$ cat config.mk
export PLATFORM = sky130hd
export DESIGN_NAME = scfb_ctrl
export DESIGN_NICKNAME = d
export VERILOG_FILES = /design/src/rtl/scfb_pkg.sv /design/src/rtl/scfb_ctrl.sv
export SDC_FILE = /design/constraint.sdc
export NUM_CORES = 1
export LEC_CHECK = 0
export BUFFER_PORTS_ARGS = -buffer_cell sky130_fd_sc_hd__buf_4
export CAP_MARGIN = 5
export CORE_AREA = 2 2 39 41
export DETAILED_ROUTE_END_ITERATION = 7
export DIE_AREA = 0 0 41 43
export PLACE_DENSITY = 0.48
export SETUP_SLACK_MARGIN = 0.3
export SYNTH_ARGS = -nofsm -noshare
export SYNTH_HDL_FRONTEND = slang
export SYNTH_SLANG_ARGS = --single-unit
$ cat constraint.sdc
create_clock -name aclk -period 2.22 [get_ports aclk]
set_input_delay 0.111 -clock aclk [delete_from_list [all_inputs] [get_ports aclk]]
set_output_delay 0.111 -clock aclk [all_outputs]
set_load 0.05 [all_outputs]
$ cat src/rtl/scfb_pkg.sv
`timescale 1ns / 1ps

package scfb_pkg;

    localparam int MAX_BLOCKS  = 64;
    localparam int ADDR_BITS   = 48;
    localparam int SIZE_BITS   = ADDR_BITS + 1;
    localparam int SLIDE_BITS  = 64;
    localparam int COUNT_BITS  = $clog2(MAX_BLOCKS + 1);
    localparam int IN_BITS     = 2 * ADDR_BITS + SLIDE_BITS;
    localparam int IN_BYTES    = (IN_BITS + 7) / 8;
    localparam int OUT_BITS    = ADDR_BITS + SIZE_BITS + SLIDE_BITS;
    localparam int OUT_BYTES   = (OUT_BITS + 7) / 8;

    // Largest merged size: 2^ADDR_BITS
    localparam logic [SIZE_BITS-1:0] SIZE_CAP = {1'b1, {ADDR_BITS{1'b0}}};

    typedef struct packed {
        logic insert;     // take the request into the sorted store
        logic shift;      // move the store down by one entry
        logic acc_load;   // start a new head block from entry 0
        logic acc_merge;  // fold entry 0 into the head block
        logic out_load;   // move the head block to the output register
        logic flush;      // end of list: clear the drop flag
    } cmd_t;

    typedef struct packed {
        logic count_zero; // store holds no entries
        logic merge_hit;  // entry 0 continues the head block
        logic out_free;   // output register can take a result
    } status_t;

endpackage

$ cat src/rtl/scfb_ctrl.sv
`timescale 1ns / 1ps

module scfb_ctrl (
    input  logic             aclk,
    input  logic             aresetn,
    input  logic             s_tvalid,
    input  logic             s_tlast,
    output logic             s_tready,
    input  scfb_pkg::status_t status,
    output scfb_pkg::cmd_t    cmd
);

    typedef enum logic [1:0] {
        ST_IDLE,
        ST_LOAD,
        ST_RUN
    } state_t;

    state_t state_reg;
    state_t state_next;

    // Accept blocks only while loading the list
    assign s_tready = (state_reg == ST_IDLE);

    // Command decode and next state
    always_comb begin
        cmd        = '0;
        state_next = state_reg;
        case (state_reg)
            ST_IDLE: begin
                if (s_tvalid) begin
                    cmd.insert = 1'b1;
                    if (s_tlast) begin
                        state_next = ST_LOAD;
                    end
                end
            end
            ST_LOAD: begin
                cmd.acc_load = 1'b1;
                cmd.shift    = 1'b1;
                state_next   = ST_RUN;
            end
            ST_RUN: begin
                if (status.merge_hit) begin
                    cmd.acc_merge = 1'b1;
                    cmd.shift     = 1'b1;
                end else if (status.out_free) begin
                    cmd.out_load = 1'b1;
                    if (status.count_zero) begin
                        cmd.flush  = 1'b1;
                        state_next = ST_IDLE;
                    end else begin
                        cmd.acc_load = 1'b1;
                        cmd.shift    = 1'b1;
                    end
                end
            end
            default: begin
                state_next = ST_IDLE;
            end
        endcase
    end

    // Hold state
    always_ff @(posedge aclk) begin
        if (!aresetn) begin
            state_reg <= ST_IDLE;
        end else begin
            state_reg <= state_next;
        end
    end

endmodule

==> impl_metrics.ini <==
[run_status]
outcome = completed

[die]
start_util_pct = 16.6
fp-row-count = 14
core_sq_um = 1380
fp.dieArea_sq_um = 1760
io_pins = 14
die_w_microns = 41
die_h_microns = 43

[clocking]
cts.path.max_buffers = 2
cts_buffers = 3
cts_tree = built
htree_levels = 1
clock_latency_ns = 0.22
cts.sinks = 2
cts_resized = 0
post_cts_buffers = 0
cts_hold_buf = 0
path_clk_slew_ns = 0.03
root_buffer = clkbuf_4

[synth]
syn-num-nets = 41
syn_area_per_cell_sq_um = 7.94
ys_types = 13
synthSimpleGateAreaFrac_pct = 27.7
synthAdderAreaFrac_pct = 27.2
synth_mux_area_share_pct = 8.70
synth_compound_area_share_pct = 14.1
syn_inst = 29
yosys_warnings = 0
yosys_register_bits = 2
syn_area_sq_um = 230
synth_xor_area_share_pct = 0
synth_top_family_by_area = simple AND/OR/NAND/NOR gates
seq_area_frac_synth_pct = 17.4

[route]
dr_wl_met3_microns = 40
vias = 235
met2RoutedLength_microns = 262
top_layer_used = met3
drt_iter0_drc = 1
routed_wl_microns = 520
drt_pass1_iterations = 4
antenna_left = 0
via_per_inst = 3.85
route.detailed.drc = 0
wl_per_cell_microns = 8.52
wl_met1_microns = 217

[hold_path]
hold_class = in -> reg

[sta]
rsz0062_at_grt = false
min_period_ns = 1.53
max_freq_mhz = 655
max_slew.worst_pin.slew_ns = 0.515
holdWs_ns = 0.179
finalMaxSlewViolations = 0
setup_viol_count_final = 0
layout_setup_ws_ns = 0.693
hold_viol = 0
setup_tns_ns = 0
relSlewSlack_pct = 65.7
clock_skew_ns = 0.000470
post-route-period-util_pct = 68.8

[placement]
globalplace.congestion = 0.737
dp_cells = 58
dpl-instance-area_sq_um = 350
dp_hpwl_microns = 435
portBuffers = 13
pre_cts_slack_ns = 0.681

[global_routing]
antenna_found_initial = 0
grt_max_degree = 6
grt_pass1_vias = 230
grt.total_usage_pct = 7.31
grt_pass1_wl_microns = 828
grt-ovfl-total = 0

[run]
drv_cap = 0

[pwr]
intPower_mw = 0.214
p_clk_share_pct = 18.0
switchingPower_mw = 0.224
power_mw = 0.438
p_leak_nw = 0.187
comb_power_share_pct = 67.4
cellPowerDensity_nw_per_um2 = 1170
switching_share_pct = 51.1
seqPwrFrac_pct = 14.5
peakVddDrop_mv = 0.281

[finish]
largest_reg_flops = 2
syn_to_final_growth_pct = 62.0
final_common_cell = buf_4
layout-drive-gt1-share_pct = 40.0
mostFrequentLayoutCells = 13 x buf_4, 6 x nand2_1, 5 x ha_1
design_area_sq_um = 373
post-route-util_pct = 26.9
fin_cells = 61
antennaDiodeCount = 0
fin_nets = 59

[setup_path]
path_class = reg -> reg
crit_fanout = 4
cp.required_ns = 2.37
cp-start-kind = flip-flop
crit_arrival_ns = 1.67
endpoint_kind = flip-flop
==> per-layer routing <==
layer  up-vias  GRT usage [%]
met5         -              0
met4         0           6.00
li1        128              -
met1       101           6.37
met3         0           5.24
met2         6           10.6
==> synthesized netlist by cell type <==
library cell | n | share of area (%)
nor3_1 | 1 | 2.2
and2_1 | 2 | 5.4
dfxtp_1 | 2 | 17
nor2_1 | 1 | 1.6
and2_2 | 1 | 3.3
ha_1 | 5 | 27
o21a_1 | 3 | 9.8
nor2b_1 | 1 | 2.7
mux2i_1 | 2 | 8.7
nand2b_1 | 1 | 2.7
nand2_1 | 6 | 9.8
a222oi_1 | 1 | 4.3
inv_1 | 3 | 4.9
==> power by group through the flow <==
stage	Clock [mW]	Combinational [mW]	Sequential [mW]
after floorplan	0	0.225	0.0606
after global placement	0	0.299	0.0637
after detailed placement	0	0.300	0.0645
after CTS	0.0858	0.301	0.0642
after global routing	0.0919	0.314	0.0657
final	0.0790	0.295	0.0636
==> worst max-delay path, stage by stage (launching register included) <==
cell and delay (ns):
dfxtp_1 0.37, inv_1 0.10, ha_1 0.23, a222oi_1 0.51, mux2i_1 0.24
==> cell families (layout without fill, tap and decap cells) <==
logic type                 after synthesis  count (layout)
DFF                                      2               2
buffers and inverters                    3              19
adders and majority gates                5               5
and+or+nand+nor                         13              13
muxes                                    2               2
AOI/OAI and AO/OA                        4               4
==> layout make-up <==
| cell class | instances | area (sq um) |
|---|---|---|
| sequential | 2 | 40.0 |
| inverter | 3 | 11.3 |
| tap | 16 | 20.0 |
| timing repair buffer | 13 | 97.6 |
| clock buffer | 3 | 22.5 |
| multi-input combinational | 24 | 181 |
| fill | 154 | 1010 |
==> worst paths after layout <==
path | cells after the start | end | slack, ns | startpoint
max | 4 | state_reg[1]$_SDFFE_PN0P_ | 0.69 | state_reg[0]$_SDFFE_PN0P_
min | 3 | state_reg[0]$_SDFFE_PN0P_ | 0.18 | aresetn
max reg2reg | 4 | state_reg[1]$_SDFFE_PN0P_ | 0.69 | state_reg[0]$_SDFFE_PN0P_
min reg2reg | 2 | state_reg[1]$_SDFFE_PN0P_ | 0.50 | state_reg[1]$_SDFFE_PN0P_
Power figures use the tool's default switching activity.
